`src/rtl/srfr_pkg.sv`:
```
// ----------------------------------------------------------------------------
// srfr_pkg
// Shared types, codes and constants of the serial request frame responder.
// ----------------------------------------------------------------------------
`timescale 1ns / 1ps

package srfr_pkg;

   // default sizes
   localparam int RX_BUFFER_BYTES_DEF = 64;
   localparam int MAX_FRAME_BYTES_DEF = 10;

   // request command field codes
   localparam logic [1:0] REQ_BYTE   = 2'd0;
   localparam logic [1:0] REQ_IDLE   = 2'd1;
   localparam logic [1:0] REQ_SAMPLE = 2'd2;

   // result outcome codes
   localparam logic [2:0] OUT_DROP   = 3'd0;
   localparam logic [2:0] OUT_SENSOR = 3'd1;
   localparam logic [2:0] OUT_LOG    = 3'd2;
   localparam logic [2:0] OUT_DEVICE = 3'd3;
   localparam logic [2:0] OUT_ERROR  = 3'd4;

   // error reply codes
   localparam logic [7:0] ERR_NONE   = 8'd0;
   localparam logic [7:0] ERR_HEADER = 8'd1;
   localparam logic [7:0] ERR_LEN    = 8'd2;
   localparam logic [7:0] ERR_CMD    = 8'd3;
   localparam logic [7:0] ERR_CRC    = 8'd4;

   // frame bytes
   localparam logic [7:0] HDR_FIRST      = 8'hAA;
   localparam logic [7:0] HDR_SECOND     = 8'h55;
   localparam logic [7:0] CMD_SENSOR     = 8'h01;
   localparam logic [7:0] CMD_LOG        = 8'h02;
   localparam logic [7:0] LEN_SHORT_REQ  = 8'h01;
   localparam logic [7:0] LEN_LOG_REQ    = 8'h05;
   localparam logic [7:0] RSP_SENSOR_CMD = 8'h81;
   localparam logic [7:0] RSP_SENSOR_LEN = 8'h05;
   localparam logic [7:0] RSP_ERROR_CMD  = 8'hE0;
   localparam logic [7:0] RSP_ERROR_LEN  = 8'h02;
   localparam logic [7:0] OPCODE_RESET   = 8'h03;

   // CRC-16/Modbus
   localparam logic [15:0] CRC_INIT = 16'hFFFF;
   localparam logic [15:0] CRC_POLY = 16'hA001;

   // length checks and transmit buffer
   localparam int         CMP_W          = 9;
   localparam logic [8:0] MIN_FRAME      = 9'd6;
   localparam logic [8:0] FRAME_OVERHEAD = 9'd5;
   localparam int         TX_BYTES       = 10;
   localparam int         TX_IDX_W       = 4;
   localparam logic [3:0] TX_ERROR_BYTES  = 4'd7;
   localparam logic [3:0] TX_SENSOR_BYTES = 4'd10;
   localparam logic [3:0] CRC_FIRST_IDX   = 4'd2;

   typedef enum logic [2:0] {
      ST_IDLE,
      ST_CHECK,
      ST_CRC_RX,
      ST_CRC_CMP,
      ST_CRC_TX,
      ST_TX_FIN,
      ST_EMIT,
      ST_NOTE
   } srfr_state_type;

   typedef struct packed {
      logic init;
      logic step;
   } crc_ctl_type;

   typedef struct packed {
      logic [1:0]  command;
      logic [7:0]  rx_byte;
      logic [15:0] sample_number;
      logic [11:0] adc_reading;
   } req_item_type;

   typedef struct packed {
      logic [7:0]  tx_byte;
      logic        tx_valid;
      logic        last;
      logic [2:0]  outcome;
      logic [31:0] query_sequence;
   } rsp_item_type;

endpackage

```
`src/rtl/srfr_crc.sv`:
```
// ----------------------------------------------------------------------------
// srfr_crc
// Shared CRC-16/Modbus unit, one byte per cycle into a running register.
// ----------------------------------------------------------------------------
`timescale 1ns / 1ps

module srfr_crc (
   input  logic                     clock,
   input  srfr_pkg::crc_ctl_type    crc_ctl,
   input  logic [7:0]               crc_data,
   output logic [15:0]              crc_value
);

   logic [15:0] crc_ff;
   logic [15:0] crc_in;

   function automatic logic [15:0] crc_byte(input logic [15:0] c, input logic [7:0] d);
      logic [15:0] r;
      r = c ^ {8'h00, d};
      for (int b = 0; b < 8; b++) begin
         r = r[0] ? ((r >> 1) ^ srfr_pkg::CRC_POLY) : (r >> 1);
      end
      return r;
   endfunction

   always_comb begin
      crc_in = crc_ff;
      if (crc_ctl.init) begin
         crc_in = srfr_pkg::CRC_INIT;
      end else if (crc_ctl.step) begin
         crc_in = crc_byte(crc_ff, crc_data);
      end
   end

   always_ff @(posedge clock) begin
      crc_ff <= crc_in;
   end

   assign crc_value = crc_ff;

endmodule

```
`src/rtl/serial_request_frame_responder_unit.sv`:
```
// ----------------------------------------------------------------------------
// serial_request_frame_responder_unit
// Byte, sample and configuration items: ready again at once.
// Idle item: a check step, then, unless the frame is dropped, a CRC pass over the
// LEN+1 bytes from LEN on and a compare (both skipped on a header, length or
// command error), then for a reply a CRC pass over 3 or 6 bytes, a finish step
// and 7 or 10 result items, which can stall; other outcomes give one result item.
// Synchronous active-high reset clears store, count, sample, result valid; opcode 3.
// ----------------------------------------------------------------------------
`timescale 1ns / 1ps

module serial_request_frame_responder_unit #(
   parameter int RX_BUFFER_BYTES = srfr_pkg::RX_BUFFER_BYTES_DEF,
   parameter int MAX_FRAME_BYTES = srfr_pkg::MAX_FRAME_BYTES_DEF
) (
   input  logic                   clock,
   input  logic                   reset,
   input  logic                   req_valid,
   output logic                   req_ready,
   input  srfr_pkg::req_item_type req_item,
   output logic                   rsp_valid,
   input  logic                   rsp_ready,
   output srfr_pkg::rsp_item_type rsp_item,
   input  logic                   csr_write_enable,
   input  logic [7:0]             csr_write_data
);

   localparam int CNT_W = $clog2(RX_BUFFER_BYTES + 1);
   localparam int SIX_W = $clog2(MAX_FRAME_BYTES);

   // sequencer
   srfr_pkg::srfr_state_type state_ff, state_in;

   // receive side
   logic [CNT_W-1:0] count_ff;
   logic [7:0]       store_ff [MAX_FRAME_BYTES];
   logic [15:0]      number_ff;
   logic [11:0]      reading_ff;
   logic [7:0]       opcode_ff;

   // transmit side
   logic [7:0]                    tx_buf_ff [srfr_pkg::TX_BYTES];
   logic [srfr_pkg::TX_IDX_W-1:0] tx_len_ff;
   logic [srfr_pkg::TX_IDX_W-1:0] idx_ff, idx_in;
   logic [2:0]                    outcome_ff;
   logic [31:0]                   seq_ff;
   logic                          rsp_valid_ff;
   srfr_pkg::rsp_item_type        rsp_item_ff;

   // CRC unit
   srfr_pkg::crc_ctl_type crc_ctl;
   logic [7:0]            crc_data;
   logic [15:0]           crc_value;

   // decodes
   logic                         accept;
   logic                         out_free;
   logic [7:0]                   len_b, cmd_b;
   logic [srfr_pkg::CMP_W-1:0]   cnt_ext, len_ext;
   logic                         frame_drop;
   logic [7:0]                   check_code;
   logic [15:0]                  recv_crc;
   logic                         crc_match;
   logic                         rx_crc_done, tx_crc_done, emit_last;
   logic                         store_we, count_inc;

   // sequencer outputs
   logic       build_err, build_sensor, crc_fin;
   logic [7:0] reply_code;
   logic       note_set, note_load, emit_load, frame_clear;
   logic [2:0] note_outcome;
   logic [31:0] note_seq;

   assign accept   = req_valid && req_ready;
   assign out_free = !rsp_valid_ff || rsp_ready;

   assign store_we  = accept && (req_item.command == srfr_pkg::REQ_BYTE) &&
                      (count_ff < CNT_W'(MAX_FRAME_BYTES));
   assign count_inc = accept && (req_item.command == srfr_pkg::REQ_BYTE) &&
                      (count_ff < CNT_W'(RX_BUFFER_BYTES));

   // Length gate and header / command checks, all on fixed store places.
   assign len_b   = store_ff[2];
   assign cmd_b   = store_ff[3];
   assign cnt_ext = srfr_pkg::CMP_W'(count_ff);
   assign len_ext = {1'b0, len_b} + srfr_pkg::FRAME_OVERHEAD;

   assign frame_drop = (cnt_ext < srfr_pkg::MIN_FRAME) ||
                       (cnt_ext > srfr_pkg::CMP_W'(MAX_FRAME_BYTES)) ||
                       (cnt_ext != len_ext);

   always_comb begin
      if (store_ff[0] != srfr_pkg::HDR_FIRST || store_ff[1] != srfr_pkg::HDR_SECOND) begin
         check_code = srfr_pkg::ERR_HEADER;
      end else if (cmd_b == srfr_pkg::CMD_SENSOR) begin
         check_code = (len_b != srfr_pkg::LEN_SHORT_REQ) ? srfr_pkg::ERR_LEN
                                                         : srfr_pkg::ERR_NONE;
      end else if (cmd_b == srfr_pkg::CMD_LOG) begin
         check_code = (len_b != srfr_pkg::LEN_LOG_REQ) ? srfr_pkg::ERR_LEN
                                                       : srfr_pkg::ERR_NONE;
      end else if (cmd_b == opcode_ff) begin
         check_code = (len_b != srfr_pkg::LEN_SHORT_REQ) ? srfr_pkg::ERR_LEN
                                                         : srfr_pkg::ERR_NONE;
      end else begin
         check_code = srfr_pkg::ERR_CMD;
      end
   end

   // Past the checks LEN is 1 or 5, so the received CRC sits at 4/5 or 8/9.
   assign recv_crc  = (len_b == srfr_pkg::LEN_LOG_REQ) ? {store_ff[9], store_ff[8]}
                                                       : {store_ff[5], store_ff[4]};
   assign crc_match = (crc_value == recv_crc);

   assign rx_crc_done = (idx_ff == srfr_pkg::CRC_FIRST_IDX + srfr_pkg::TX_IDX_W'(len_b));
   assign tx_crc_done = (idx_ff == tx_len_ff - 4'd3);
   assign emit_last   = (idx_ff == tx_len_ff - 4'd1);

   // One byte a cycle into the CRC unit: stored frame while checking,
   // transmit buffer while building a reply.
   assign crc_data = (state_ff == srfr_pkg::ST_CRC_RX) ? store_ff[SIX_W'(idx_ff)]
                                                       : tx_buf_ff[idx_ff];

   srfr_crc u_crc (
      .clock     (clock),
      .crc_ctl   (crc_ctl),
      .crc_data  (crc_data),
      .crc_value (crc_value)
   );

   // ---------------------------------------------------------------- next state
   always_comb begin
      state_in = state_ff;
      unique case (state_ff)
         srfr_pkg::ST_IDLE: begin
            if (accept && req_item.command == srfr_pkg::REQ_IDLE) begin
               state_in = srfr_pkg::ST_CHECK;
            end
         end
         srfr_pkg::ST_CHECK: begin
            if (frame_drop) begin
               state_in = srfr_pkg::ST_NOTE;
            end else if (check_code != srfr_pkg::ERR_NONE) begin
               state_in = srfr_pkg::ST_CRC_TX;
            end else begin
               state_in = srfr_pkg::ST_CRC_RX;
            end
         end
         srfr_pkg::ST_CRC_RX: begin
            if (rx_crc_done) begin
               state_in = srfr_pkg::ST_CRC_CMP;
            end
         end
         srfr_pkg::ST_CRC_CMP: begin
            if (!crc_match || cmd_b == srfr_pkg::CMD_SENSOR) begin
               state_in = srfr_pkg::ST_CRC_TX;
            end else begin
               state_in = srfr_pkg::ST_NOTE;
            end
         end
         srfr_pkg::ST_CRC_TX: begin
            if (tx_crc_done) begin
               state_in = srfr_pkg::ST_TX_FIN;
            end
         end
         srfr_pkg::ST_TX_FIN: begin
            state_in = srfr_pkg::ST_EMIT;
         end
         srfr_pkg::ST_EMIT: begin
            if (out_free && emit_last) begin
               state_in = srfr_pkg::ST_IDLE;
            end
         end
         srfr_pkg::ST_NOTE: begin
            if (out_free) begin
               state_in = srfr_pkg::ST_IDLE;
            end
         end
         default: begin
            state_in = srfr_pkg::ST_IDLE;
         end
      endcase
   end

   // ---------------------------------------------------------- sequencer outputs
   always_comb begin
      req_ready    = 1'b0;
      crc_ctl      = '0;
      idx_in       = idx_ff;
      build_err    = 1'b0;
      build_sensor = 1'b0;
      reply_code   = srfr_pkg::ERR_NONE;
      crc_fin      = 1'b0;
      note_set     = 1'b0;
      note_outcome = srfr_pkg::OUT_DROP;
      note_seq     = '0;
      note_load    = 1'b0;
      emit_load    = 1'b0;
      frame_clear  = 1'b0;
      unique case (state_ff)
         srfr_pkg::ST_IDLE: begin
            req_ready = 1'b1;
         end
         srfr_pkg::ST_CHECK: begin
            if (frame_drop) begin
               note_set     = 1'b1;
               note_outcome = srfr_pkg::OUT_DROP;
            end else begin
               crc_ctl.init = 1'b1;
               idx_in       = srfr_pkg::CRC_FIRST_IDX;
               if (check_code != srfr_pkg::ERR_NONE) begin
                  build_err  = 1'b1;
                  reply_code = check_code;
               end
            end
         end
         srfr_pkg::ST_CRC_RX: begin
            crc_ctl.step = 1'b1;
            idx_in       = idx_ff + 4'd1;
         end
         srfr_pkg::ST_CRC_CMP: begin
            if (!crc_match) begin
               build_err    = 1'b1;
               reply_code   = srfr_pkg::ERR_CRC;
               crc_ctl.init = 1'b1;
               idx_in       = srfr_pkg::CRC_FIRST_IDX;
            end else if (cmd_b == srfr_pkg::CMD_SENSOR) begin
               build_sensor = 1'b1;
               crc_ctl.init = 1'b1;
               idx_in       = srfr_pkg::CRC_FIRST_IDX;
            end else if (cmd_b == srfr_pkg::CMD_LOG) begin
               note_set     = 1'b1;
               note_outcome = srfr_pkg::OUT_LOG;
               note_seq     = {store_ff[4], store_ff[5], store_ff[6], store_ff[7]};
            end else begin
               note_set     = 1'b1;
               note_outcome = srfr_pkg::OUT_DEVICE;
            end
         end
         srfr_pkg::ST_CRC_TX: begin
            crc_ctl.step = 1'b1;
            idx_in       = idx_ff + 4'd1;
         end
         srfr_pkg::ST_TX_FIN: begin
            crc_fin = 1'b1;
            idx_in  = '0;
         end
         srfr_pkg::ST_EMIT: begin
            if (out_free) begin
               emit_load   = 1'b1;
               idx_in      = idx_ff + 4'd1;
               frame_clear = emit_last;
            end
         end
         srfr_pkg::ST_NOTE: begin
            if (out_free) begin
               note_load   = 1'b1;
               frame_clear = 1'b1;
            end
         end
         default: begin
            req_ready = 1'b0;
         end
      endcase
   end

   // ------------------------------------------------------------------ registers
   always_ff @(posedge clock) begin
      if (reset) begin
         state_ff <= srfr_pkg::ST_IDLE;
      end else begin
         state_ff <= state_in;
      end
   end

   always_ff @(posedge clock) begin
      idx_ff <= idx_in;
   end

   // frame store and byte count, emptied after every idle item
   always_ff @(posedge clock) begin
      if (reset || frame_clear) begin
         count_ff <= '0;
         for (int i = 0; i < MAX_FRAME_BYTES; i++) begin
            store_ff[i] <= '0;
         end
      end else begin
         if (store_we) begin
            store_ff[count_ff[SIX_W-1:0]] <= req_item.rx_byte;
         end
         if (count_inc) begin
            count_ff <= count_ff + CNT_W'(1);
         end
      end
   end

   always_ff @(posedge clock) begin
      if (reset) begin
         number_ff  <= '0;
         reading_ff <= '0;
      end else if (accept && req_item.command == srfr_pkg::REQ_SAMPLE) begin
         number_ff  <= req_item.sample_number;
         reading_ff <= req_item.adc_reading;
      end
   end

   always_ff @(posedge clock) begin
      if (reset) begin
         opcode_ff <= srfr_pkg::OPCODE_RESET;
      end else if (csr_write_enable) begin
         opcode_ff <= csr_write_data;
      end
   end

   // reply frame assembly; CRC bytes land in the last two places
   always_ff @(posedge clock) begin
      if (build_err) begin
         tx_buf_ff[0] <= srfr_pkg::HDR_FIRST;
         tx_buf_ff[1] <= srfr_pkg::HDR_SECOND;
         tx_buf_ff[2] <= srfr_pkg::RSP_ERROR_LEN;
         tx_buf_ff[3] <= srfr_pkg::RSP_ERROR_CMD;
         tx_buf_ff[4] <= reply_code;
         tx_len_ff    <= srfr_pkg::TX_ERROR_BYTES;
      end else if (build_sensor) begin
         tx_buf_ff[0] <= srfr_pkg::HDR_FIRST;
         tx_buf_ff[1] <= srfr_pkg::HDR_SECOND;
         tx_buf_ff[2] <= srfr_pkg::RSP_SENSOR_LEN;
         tx_buf_ff[3] <= srfr_pkg::RSP_SENSOR_CMD;
         tx_buf_ff[4] <= number_ff[15:8];
         tx_buf_ff[5] <= number_ff[7:0];
         tx_buf_ff[6] <= {4'h0, reading_ff[11:8]};
         tx_buf_ff[7] <= reading_ff[7:0];
         tx_len_ff    <= srfr_pkg::TX_SENSOR_BYTES;
      end else if (crc_fin) begin
         tx_buf_ff[tx_len_ff - 4'd2] <= crc_value[7:0];
         tx_buf_ff[tx_len_ff - 4'd1] <= crc_value[15:8];
      end
   end

   always_ff @(posedge clock) begin
      if (build_err) begin
         outcome_ff <= srfr_pkg::OUT_ERROR;
      end else if (build_sensor) begin
         outcome_ff <= srfr_pkg::OUT_SENSOR;
      end else if (note_set) begin
         outcome_ff <= note_outcome;
         seq_ff     <= note_seq;
      end
   end

   // output register: parts the sequencer from the result channel
   always_ff @(posedge clock) begin
      if (reset) begin
         rsp_valid_ff <= 1'b0;
      end else if (emit_load || note_load) begin
         rsp_valid_ff <= 1'b1;
      end else if (rsp_ready) begin
         rsp_valid_ff <= 1'b0;
      end
   end

   always_ff @(posedge clock) begin
      if (emit_load) begin
         rsp_item_ff.tx_byte        <= tx_buf_ff[idx_ff];
         rsp_item_ff.tx_valid       <= 1'b1;
         rsp_item_ff.last           <= emit_last;
         rsp_item_ff.outcome        <= outcome_ff;
         rsp_item_ff.query_sequence <= '0;
      end else if (note_load) begin
         rsp_item_ff.tx_byte        <= '0;
         rsp_item_ff.tx_valid       <= 1'b0;
         rsp_item_ff.last           <= 1'b1;
         rsp_item_ff.outcome        <= outcome_ff;
         rsp_item_ff.query_sequence <= seq_ff;
      end
   end

   assign rsp_valid = rsp_valid_ff;
   assign rsp_item  = rsp_item_ff;

endmodule

```
`config.mk`:
```
export PLATFORM = sky130hd
export DESIGN_NAME = serial_request_frame_responder_unit
export DESIGN_NICKNAME = d
export VERILOG_FILES = /design/src/rtl/srfr_pkg.sv /design/src/rtl/srfr_crc.sv /design/src/rtl/serial_request_frame_responder_unit.sv
export SDC_FILE = /design/constraint.sdc
export NUM_CORES = 1
export LEC_CHECK = 0
export BUFFER_PORTS_ARGS = -buffer_cell sky130_fd_sc_hd__buf_2
export CORE_MARGIN = 5
export CORE_UTILIZATION = 30
export CTS_CLUSTER_SIZE = 25
export DETAILED_ROUTE_END_ITERATION = 10
export GPL_TIMING_DRIVEN = 0
export PLACE_DENSITY = 0.46
export SLEW_MARGIN = 0
export SYNTH_ARGS = -nofsm -noshare
export SYNTH_HDL_FRONTEND = slang
export SYNTH_SLANG_ARGS = --single-unit
```
`constraint.sdc`:
```
create_clock -name clock -period 4.5 [get_ports clock]
set_clock_uncertainty 0.15 [all_clocks]
set_input_delay 1.125 -clock clock [delete_from_list [all_inputs] [get_ports clock]]
set_output_delay 1.125 -clock clock [all_outputs]
set_load 0.03 [all_outputs]
```
==> metrics.yaml, run 1 <==
finalNetCount: 1725
postSynthAreaPerCell_sq_um: 12.04
htree_levels: 2
hold_viol: 0
synth-seq-cells: 387
via_per_inst: 4.998
finalCritPeriodShare_pct: 97.22
slowest_delay_ps: 490
port_buffers: 96
pre_cts_slack_ps: -1466
grt_overflow: 0
final-setup-viol-count: 0
power_frac_seq_pct: 36.4
yosys.area.top_type: "edfxtp_1"
pwr-share-clk_pct: 27.5
path_buf_inv: 3
path_max_fanout: 10
power_density_nw_per_um2: 589.3
report.power.total_uw: 12290
synth-adder-area-share_pct: 0.7800
worst_setup_path_start_kind: "flop"
slew_headroom_pct: 26.00
num_vias: 12340
synth_cells: 1465
clock_sinks: 387
drt-pass1-iter-count: 7
drc: 0
worst-setup-path-type: "reg -> reg"
yosysSeqAreaShare_pct: 59.90
critPathArrivalTime_ps: 4640
synthArstFlopShare_pct: 0
core-area_sq_um: 58690
maxCapViolCount: 0
crit_path_end_kind: "flop"
cts_tree: "yes"
layout_setup_ws_ps: 125.3
layout_min_cycle_time_ps: 4375
placed_cell_area_sq_um: 19320
cp_slowest_cell: "xnor3_1"
fmax_mhz: 228.6
peakVddDrop_mv: 0.4375
synthToLayoutAreaGrowth_pct: 18.22
drtAntennaViolNets: 0
numCtsBuffers: 42
synth_warnings: 0
synthSimpleGateAreaFrac_pct: 14.79
fin_area_sq_um: 20860
rsz0062_at_grt: "no"
muxShareOfSynthArea_pct: 9.984
grt_pass1_vias: 12360
grt_pass1_wl_mm: 81.84
worstPathRequired_ps: 4760
ys_top_cells_by_area: "edfxtp_1 (48%), dfxtp_1 (12%), mux4_2 (5.2%)"
report.final.slew_viol_count: 0
dp_hpwl_mm: 41.36
place_congestion: 0.8717
clkLatencyLatePin_ps: 580
ys.flop_type: "edfxtp_1"
grt_max_degree: 20
status: "complete, no violations"
synth-xor-area-share_pct: 3.552
p_sw_share_pct: 34.71
final_layout_size_suffix_gt1_share_pct: 18.21
dr.first_iter.drc_count: 982
p_sw_uw: 4266
worst_pin_slew_ps: 1110
path_cells: "buf_2 -> buf_2 -> buf_2 -> mux4_2 -> o221ai_1 -> o21ai_0 -> a211oi_1 -> xnor2_1 -> xnor2_1 -> xnor3_1 -> xor2_1 -> o211ai_1"
leakagePower_uw: 0.007641
hold_path.class: "reg -> reg"
hold_buffers: 0
p_comb_share_pct: 36.1
synth_edf_count: 282
cpMostUsedCell: "buf_2"
wl_mm: 56.19
netlist.area_leader.share_pct: 47.99
ys_types: 88
cts-root-buf: "clkbuf_16"
die_x_um: 252.5
rows: 89
fp.dieH_um: 252.5
initial_core_util_pct: 30.07
wl_per_cell_um: 22.75
cp_top_family: "XOR/XNOR gates"
syn_area_sq_um: 17650
track_usage_pct: 17.30
internal_power_uw: 8026
antenna_found_initial: 0
dieArea_sq_um: 63770
clk_transition_reported_paths_ps: 60
synth_top_family_by_area: "simple AND/OR/NAND/NOR gates"
ios: 98
clockBufferDepth: 3
antenna_cells: 0
synth_compound_area_share_pct: 7.864
-- worst register-to-register path, cell delays in order, from the launching register on --
cell	delay [ps]
dfxtp_1	300
buf_2	270
buf_2	450
buf_2	430
mux4_2	380
o221ai_1	290
o21ai_0	220
a211oi_1	440
xnor2_1	290
xnor2_1	210
xnor3_1	490
xor2_1	210
o211ai_1	100
-- sequential cells by signal, summed over array words and instances (netlist names), 8 cells and up, named ones only --
| signal | flops |
|---|---|
| number_ff | 16 |
| opcode_ff | 8 |
| reading_ff | 12 |
| rsp_item | 45 |
| seq_ff | 32 |
| store_ff | 128 |
| tx_buf_ff | 106 |
| u_crc.crc_value | 16 |
-- per-layer routing --
| metal | GRT usage, % | vias up | part of all wire (%) |
|---|---|---|---|
| met5 | 0 | - | 0 |
| met4 | 5.397 | 0 | 3.1 |
| met3 | 3.262 | 98 | 5.3 |
| met2 | 28.19 | 342 | 47 |
| met1 | 23.50 | 6216 | 45 |
| li1 | - | 5688 | - |
-- through the flow --
stage | hold WS (ps) | instances | utilization (%) | setup TNS (ps)
floorplan | 258.1 | 1512 | - | 0
global placement | 264.7 | 2381 | 32.84 | -161200
detailed placement | 268.2 | 2384 | 32.92 | -166880
CTS | 283.4 | 2465 | 35.35 | 0
global route | 301.0 | 2470 | 35.55 | 0
finish | 273.7 | 2470 | 35.55 | 0
-- Yosys cell counts (5+ instances only) --
library cell    n
mux2_2         25
a31oi_1         8
buf_1           8
dfxtp_1       105
xnor2_1        32
ha_1           11
a21o_1          6
edfxtp_1      282
and3_1         32
and2_1         44
buf_4           9
mux4_2         41
o211ai_1       19
a221oi_1        5
o21ai_0        40
clkbuf_1       62
buf_2           8
nand4_1         8
xor2_1         24
xnor3_1         5
nor2_1        124
inv_1          28
nand3_1        24
a211oi_1        5
a21oi_1        82
nor3_1         21
a22o_1          9
mux2i_1        47
nand2_1       224
nand2b_1       12
nand3b_1        7
a22oi_1         9
-- placed cells by master, fill, tap and decap left out, types with 32 or more instances in the layout --
master and count:
mux2i_1 47, mux4_2 41, conb_1 48, and3_1 32
and2_1 44, a21oi_1 82, o21ai_0 39, nand2_1 219
clkbuf_16 42, buf_2 104, clkbuf_1 68, dfxtp_1 105
nor2_1 121, edfxtp_1 282
-- path summary, 6_finish.rpt --
check	slack, ps	from	cells after the start	end
setup reg to reg	130	flop	12	u_crc.crc_value[15]
hold / removal	270	reading_ff[6]	0	tx_buf_ff[7][6]
hold reg to reg	270	reading_ff[6]	0	tx_buf_ff[7][6]
setup / recovery	130	flop	12	u_crc.crc_value[15]
-- cell families after synthesis --
logic type / count (synthesis)
and+or+nand+nor: 543
DFF: 387
AOI/OAI and AO/OA: 218
buffers and inverters: 125
muxes: 118
xor gates and xnor gates: 62
adders and majority gates: 11
other: 1
-- layout make-up --
class,count,area (sq um)
multi-input cells,1000,6819
clock buffers,58,1171
well taps,773,967.2
plain buffers,94,435.4
inverters,30,116.4
repair inverters,1,7.507
repair buffers,107,608.1
flip-flops and latches,387,10570
clock inverters,20,165.2
fillers,5834,37830
-- power groups by stage --
stage	Sequential [uW]	Combinational, uW	Clock [uW]
detailed placement	4560	4260	0
global placement	4550	4260	0
CTS	4480	4340	3470
global route	4510	4680	3610
floorplan	4540	2920	0
finish	4480	4430	3380
-- repair_timing --
action / in CTS / in global routing
endpoints found under the hold margin: 0 / 0
gates resized for setup: 16 / 11
buffers inserted: 3 / 5
endpoints found under the setup margin: 166 / 143
gates cloned: 1 / 0
pin swaps: 3 / 1
(Power assumes the default switching activity.)
==> inputs of run 2 (changes only) <==
--- a/config.mk
+++ b/config.mk
@@ -7,11 +7,12 @@
 export LEC_CHECK = 0
 export BUFFER_PORTS_ARGS = -buffer_cell sky130_fd_sc_hd__buf_2
 export CORE_MARGIN = 5
-export CORE_UTILIZATION = 30
+export CORE_UTILIZATION = 40
 export CTS_CLUSTER_SIZE = 25
 export DETAILED_ROUTE_END_ITERATION = 10
+export GPL_ROUTABILITY_DRIVEN = 0
 export GPL_TIMING_DRIVEN = 0
-export PLACE_DENSITY = 0.46
+export PLACE_DENSITY = 0.57
 export SLEW_MARGIN = 0
 export SYNTH_ARGS = -nofsm -noshare
 export SYNTH_HDL_FRONTEND = slang
==> metrics.yaml, run 2 (synthesis results as in run 1) <==
slowest_delay_ps: 560
placed_cell_area_sq_um: 19070
peakVddDrop_mv: 0.5363
die_x_um: 220.0
drt-pass1-iter-count: 5
layout_common_cells: "edfxtp_1 (282), nand2_1 (219), nor2_1 (121), dfxtp_1 (105), buf_2 (104)"
worst_pin_slew_ps: 1446
p_sw_uw: 4165
drtAntennaViolNets: 0
min_path_cells: 0
power_density_nw_per_um2: 594.8
worst_setup_path_start_kind: "flop"
p_sw_share_pct: 33.95
via_per_inst: 5.456
clkLatencyLatePin_ps: 570
wl_mm: 52.06
power_frac_seq_pct: 36.3
fin_area_sq_um: 20630
final_layout_size_suffix_gt1_share_pct: 18.11
htree_levels: 2
antenna_cells: 0
grt_overflow: 0
finalNetCount: 1720
core-area_sq_um: 43930
wl_per_cell_um: 22.81
ff2ff_setup_slack_ps: 90
cts-root-buf: "clkbuf_16"
r2r_start: "store_ff[2][1]"
final-setup-viol-count: 0
whs_endpoint: "tx_buf_ff[7][1]"
crit_path_end_kind: "flop"
worstPathRequired_ps: 4790
hold_path.class: "reg -> reg"
antenna_found_initial: 0
track_usage_pct: 21.56
path_max_fanout: 8
ios: 98
layout_commonest_cell: "edfxtp_1"
dieArea_sq_um: 48420
cts_tree: "yes"
drc: 0
clk_transition_reported_paths_ps: 70
rsz0062_at_grt: "yes"
status: "complete, no violations"
num_vias: 12450
hold_start: "reading_ff[1]"
finalCritPeriodShare_pct: 97.99
grt_pass1_vias: 12190
cp_slowest_cell: "edfxtp_1"
holdWs_ps: 277.2
grt_pass1_wl_mm: 77.36
fp.dieH_um: 220.0
p_comb_share_pct: 35.5
numCtsBuffers: 41
rows: 77
layout_min_cycle_time_ps: 4410
stdcell_count: 2282
synthToLayoutAreaGrowth_pct: 16.90
grt_max_degree: 20
path_cells: "inv_1 -> ha_1 -> or4b_1 -> clkbuf_2 -> nor2_4 -> mux2i_1 -> xnor2_1 -> nor4_4 -> buf_4 -> nand4_2 -> and2_4 -> nor3b_4 -> buf_12 -> mux2_4"
clockBufferDepth: 3
internal_power_uw: 8104
maxCapViolCount: 0
initial_core_util_pct: 40.17
largest_reg_flops: 128
worst-setup-path-type: "reg -> reg"
dp_hpwl_mm: 37.92
clock_sinks: 387
report.final.slew_viol_count: 0
slew_headroom_pct: 3.393
regMostFlops: "store_ff"
report.power.total_uw: 12270
fmax_mhz: 226.8
port_buffers: 96
pwr-share-clk_pct: 28.2
post-place-cells: 2202
hold_viol: 0
dr.first_iter.drc_count: 1058
leakagePower_uw: 0.007623
critPathArrivalTime_ps: 4700
rr_worst_depth: 14
==> run 2: cell count changes in the layout (fill, tap and decap cells not counted), moves of 3 or more <==
cell and delta:
buf_4 -4, clkbuf_1 -3, clkinv_4 +5, clkinvlp_4 +3
clkinv_2 -3
==> run 2: layout make-up <==
class,count,area [sq um]
clock inverters,20,206.4
inverters,30,116.4
multi-input cells,1000,6814
well taps,592,740.7
repair buffers,103,565.5
clock buffers,55,1171
fillers,4045,23300
repair inverters,1,7.507
flip-flops and latches,387,10570
plain buffers,94,435.4
==> run 2: worst max-delay path, delay by kind of cell, from the launching register on <==
family | cells | cell delay (ps)
buffers and inverters | 4 | 690
flip-flops | 1 | 560
AND/OR/NAND/NOR | 6 | 1870
multiplexers | 2 | 670
adder cells (fa/ha/maj) | 1 | 170
XOR/XNOR | 1 | 180
==> run 2: worst max path at each step <==
stage	end	from
2_1_floorplan	seq_ff[0]	store_ff[2][1]
4_1_cts	u_crc.crc_value[15]	flop
5_1_grt	flop	store_ff[2][1]
3_3_place_gp	tx_buf_ff[4][6]	store_ff[2][1]
3_5_place_dp	tx_buf_ff[4][7]	store_ff[2][1]
6_report	flop	store_ff[2][1]
==> run 2: timing repair <==
item                                    4_1_cts  5_1_grt
pin swaps                                     1        3
hold endpoints to repair                      0        0
hold buffers                                  0        0
resized for setup                            16       13
buffers inserted                              1        4
cloned                                        1        0
endpoints found under the setup margin      166      134
==> run 2: metrics by stage <==
step                TNS [ps]  worst slack, ps  util (%)
finish                     0            90.42     46.95
global route          -115.2           -36.76     46.95
CTS                        0            2.393     46.73
detailed placement   -130970            -1282     43.42
global placement     -121850            -1195     43.35
floorplan                  0            521.2         -
==> run 2: power groups by stage <==
| stage | combinational, uW | clock [uW] | sequential (uW) |
|---|---|---|---|
| 4_1_cts | 4230 | 3510 | 4460 |
| 2_1_floorplan | 2920 | 0 | 4540 |
| 5_1_grt | 4600 | 3690 | 4490 |
| 3_5_place_dp | 4160 | 0 | 4540 |
| 6_report | 4350 | 3460 | 4460 |
| 3_3_place_gp | 4140 | 0 | 4530 |
==> run 2: routing by layer <==
metal	vias up	GRT usage (%)	wire [um]
li1	5677	-	-
met1	6216	30.51	22800
met2	476	33.83	24100
met3	81	4.231	3718
met4	0	6.553	1439
met5	-	0	0
==> inputs of run 3 (changes only) <==
==> constraint.sdc (replaced) <==
create_clock -name clock -period 5.05 [get_ports clock]
set_clock_uncertainty 0.15 [all_clocks]
set_input_delay 1.2625 -clock clock [delete_from_list [all_inputs] [get_ports clock]]
set_output_delay 1.2625 -clock clock [all_outputs]
set_load 0.03 [all_outputs]
==> metrics.yaml, run 3 (synthesis results as in run 1) <==
crit_path_end_kind: "flop"
rr_worst_depth: 12
r2r_end: "tx_buf_ff[4][5]"
pre_cts_slack_ps: -732.4
report.power.total_uw: 10850
path_buf_inv: 2
timing.critical_path.from: "store_ff[2][1]"
port_buffers: 96
peakVddDrop_mv: 0.4779
grt_pass1_wl_mm: 77.05
finalCritPeriodShare_pct: 95.67
dr.first_iter.drc_count: 998
wl_per_cell_um: 22.75
synthToLayoutAreaGrowth_pct: 16.12
ff2ff_setup_slack_ps: 220
clock_sinks: 387
cts_tree: "yes"
min_path_cells: 0
power_frac_seq_pct: 36.7
slowest_delay_ps: 550
power_density_nw_per_um2: 529.5
post-place-cells: 2202
worst_setup_path_start_kind: "flop"
fp.dieH_um: 220.0
dieArea_sq_um: 48420
hold_viol: 0
r2r_start: "store_ff[2][1]"
layout_min_cycle_time_ps: 4831
p_comb_share_pct: 34.9
fmax_mhz: 207.0
path_max_fanout: 8
layout_common_cells: "edfxtp_1 (282), nand2_1 (224), nor2_1 (123), dfxtp_1 (105), buf_2 (104)"
stdcell_count: 2277
finalNetCount: 1715
drtAntennaViolNets: 0
largest_reg_flops: 128
worst_pin_slew_ps: 1551
antenna_found_initial: 0
num_vias: 12420
critPathArrivalTime_ps: 4900
rows: 77
via_per_inst: 5.454
grt_pass1_vias: 12130
slew_headroom_pct: -3.604
p_sw_share_pct: 33.88
htree_levels: 2
clkLatencyLatePin_ps: 570
cts_setup_buffers: 0
layout_commonest_cell: "edfxtp_1"
die_x_um: 220.0
regMostFlops: "store_ff"
numCtsBuffers: 41
track_usage_pct: 21.47
p_sw_uw: 3676
wl_mm: 51.79
maxCapViolCount: 1
dp_hpwl_mm: 37.92
cp_top_family: "simple AND/OR/NAND/NOR gates"
fillers: 4063
rsz0062_at_grt: "no"
ios: 98
clk_transition_reported_paths_ps: 60
drt-pass1-iter-count: 6
cp_slowest_cell: "edfxtp_1"
core-area_sq_um: 43930
pwr-share-clk_pct: 28.4
antenna_cells: 0
final_core_util_pct: 46.64
path_cells: "inv_1 -> ha_1 -> or4b_1 -> clkbuf_2 -> nor2_4 -> mux2i_1 -> xnor2_1 -> nor4_4 -> a311oi_1 -> a21o_1 -> nor2_1 -> o21ai_1"
status: "complete, but fails checks"
internal_power_uw: 7173
violations: "max-capacitance violations, max-slew violations"
initial_core_util_pct: 40.17
final-setup-viol-count: 0
grt_max_degree: 33
final_layout_size_suffix_gt1_share_pct: 16.97
hold_start: "reading_ff[1]"
whs_endpoint: "tx_buf_ff[7][1]"
grt_overflow: 0
report.final.slew_viol_count: 11
drc: 0
hold_path.class: "reg -> reg"
layout_setup_ws_ps: 218.9
leakagePower_uw: 0.007562
clockBufferDepth: 3
cts-root-buf: "clkbuf_16"
worst-setup-path-type: "reg -> reg"
worstPathRequired_ps: 5120
-- run 3: cell count changes in the layout (fill, tap and decap cells not counted), sizes merged --
cell,previous run,this run
clkbuf,120,121
buf,132,127
clkinvlp,5,4
-- run 3: per-stage QoR --
step	cell area [sq um]	hold WS, ps	setup TNS (ps)
final	20490	277.2	0
after global routing	20490	295.8	0
after CTS	20480	278.7	0
after detailed placement	19070	264.6	-48560
after global placement	19040	264.0	-40420
after floorplan	17820	258.1	0
-- run 3: power by group through the flow --
stage | Sequential, uW | Clock [uW] | Combinational (uW)
2_1_floorplan | 4050 | 0 | 2610
6_report | 3980 | 3090 | 3790
3_3_place_gp | 4040 | 0 | 3690
3_5_place_dp | 4050 | 0 | 3710
5_1_grt | 4010 | 3290 | 4020
4_1_cts | 3980 | 3130 | 3750
-- run 3: cell type report --
| cell class | instances | area (sq um) | area share, % |
|---|---|---|---|
| Inverter | 30 | 116.4 | 0.5679 |
| Sequential cell | 387 | 10570 | 51.59 |
| Buffer | 95 | 435.4 | 2.125 |
| Timing Repair Buffer | 98 | 503.0 | 2.455 |
| Tap cell | 592 | 740.7 | 3.615 |
| Clock buffer | 55 | 1171 | 5.716 |
| Multi-Input combinational cell | 1000 | 6746 | 32.93 |
| Clock inverter | 20 | 206.4 | 1.008 |
-- run 3: how the worst max path moves through the flow --
stage                            endpoint  slack, ps  cells after the start
after floorplan                 seq_ff[0]       1070                     11
after global placement    tx_buf_ff[4][6]       -650                     12
after detailed placement  tx_buf_ff[4][7]       -730                     12
after CTS                 tx_buf_ff[4][7]        120                     12
after global routing      tx_buf_ff[4][7]         90                     12
final                     tx_buf_ff[4][5]        220                     12
-- run 3: metal layers --
| metal | global-route usage [%] | up-vias | routed length, um |
|---|---|---|---|
| li1 | - | 5667 | - |
| met1 | 30.25 | 6200 | 22590 |
| met2 | 33.85 | 472 | 24010 |
| met3 | 4.314 | 80 | 3791 |
| met4 | 6.324 | 0 | 1402 |
| met5 | 0 | - | 0 |
-- run 3: timing repair --
action | CTS | global route
hold buffers | 0 | 0
endpoints found under the setup margin | 134 | 12
resized for setup | 6 | 1
gates cloned | 0 | 0
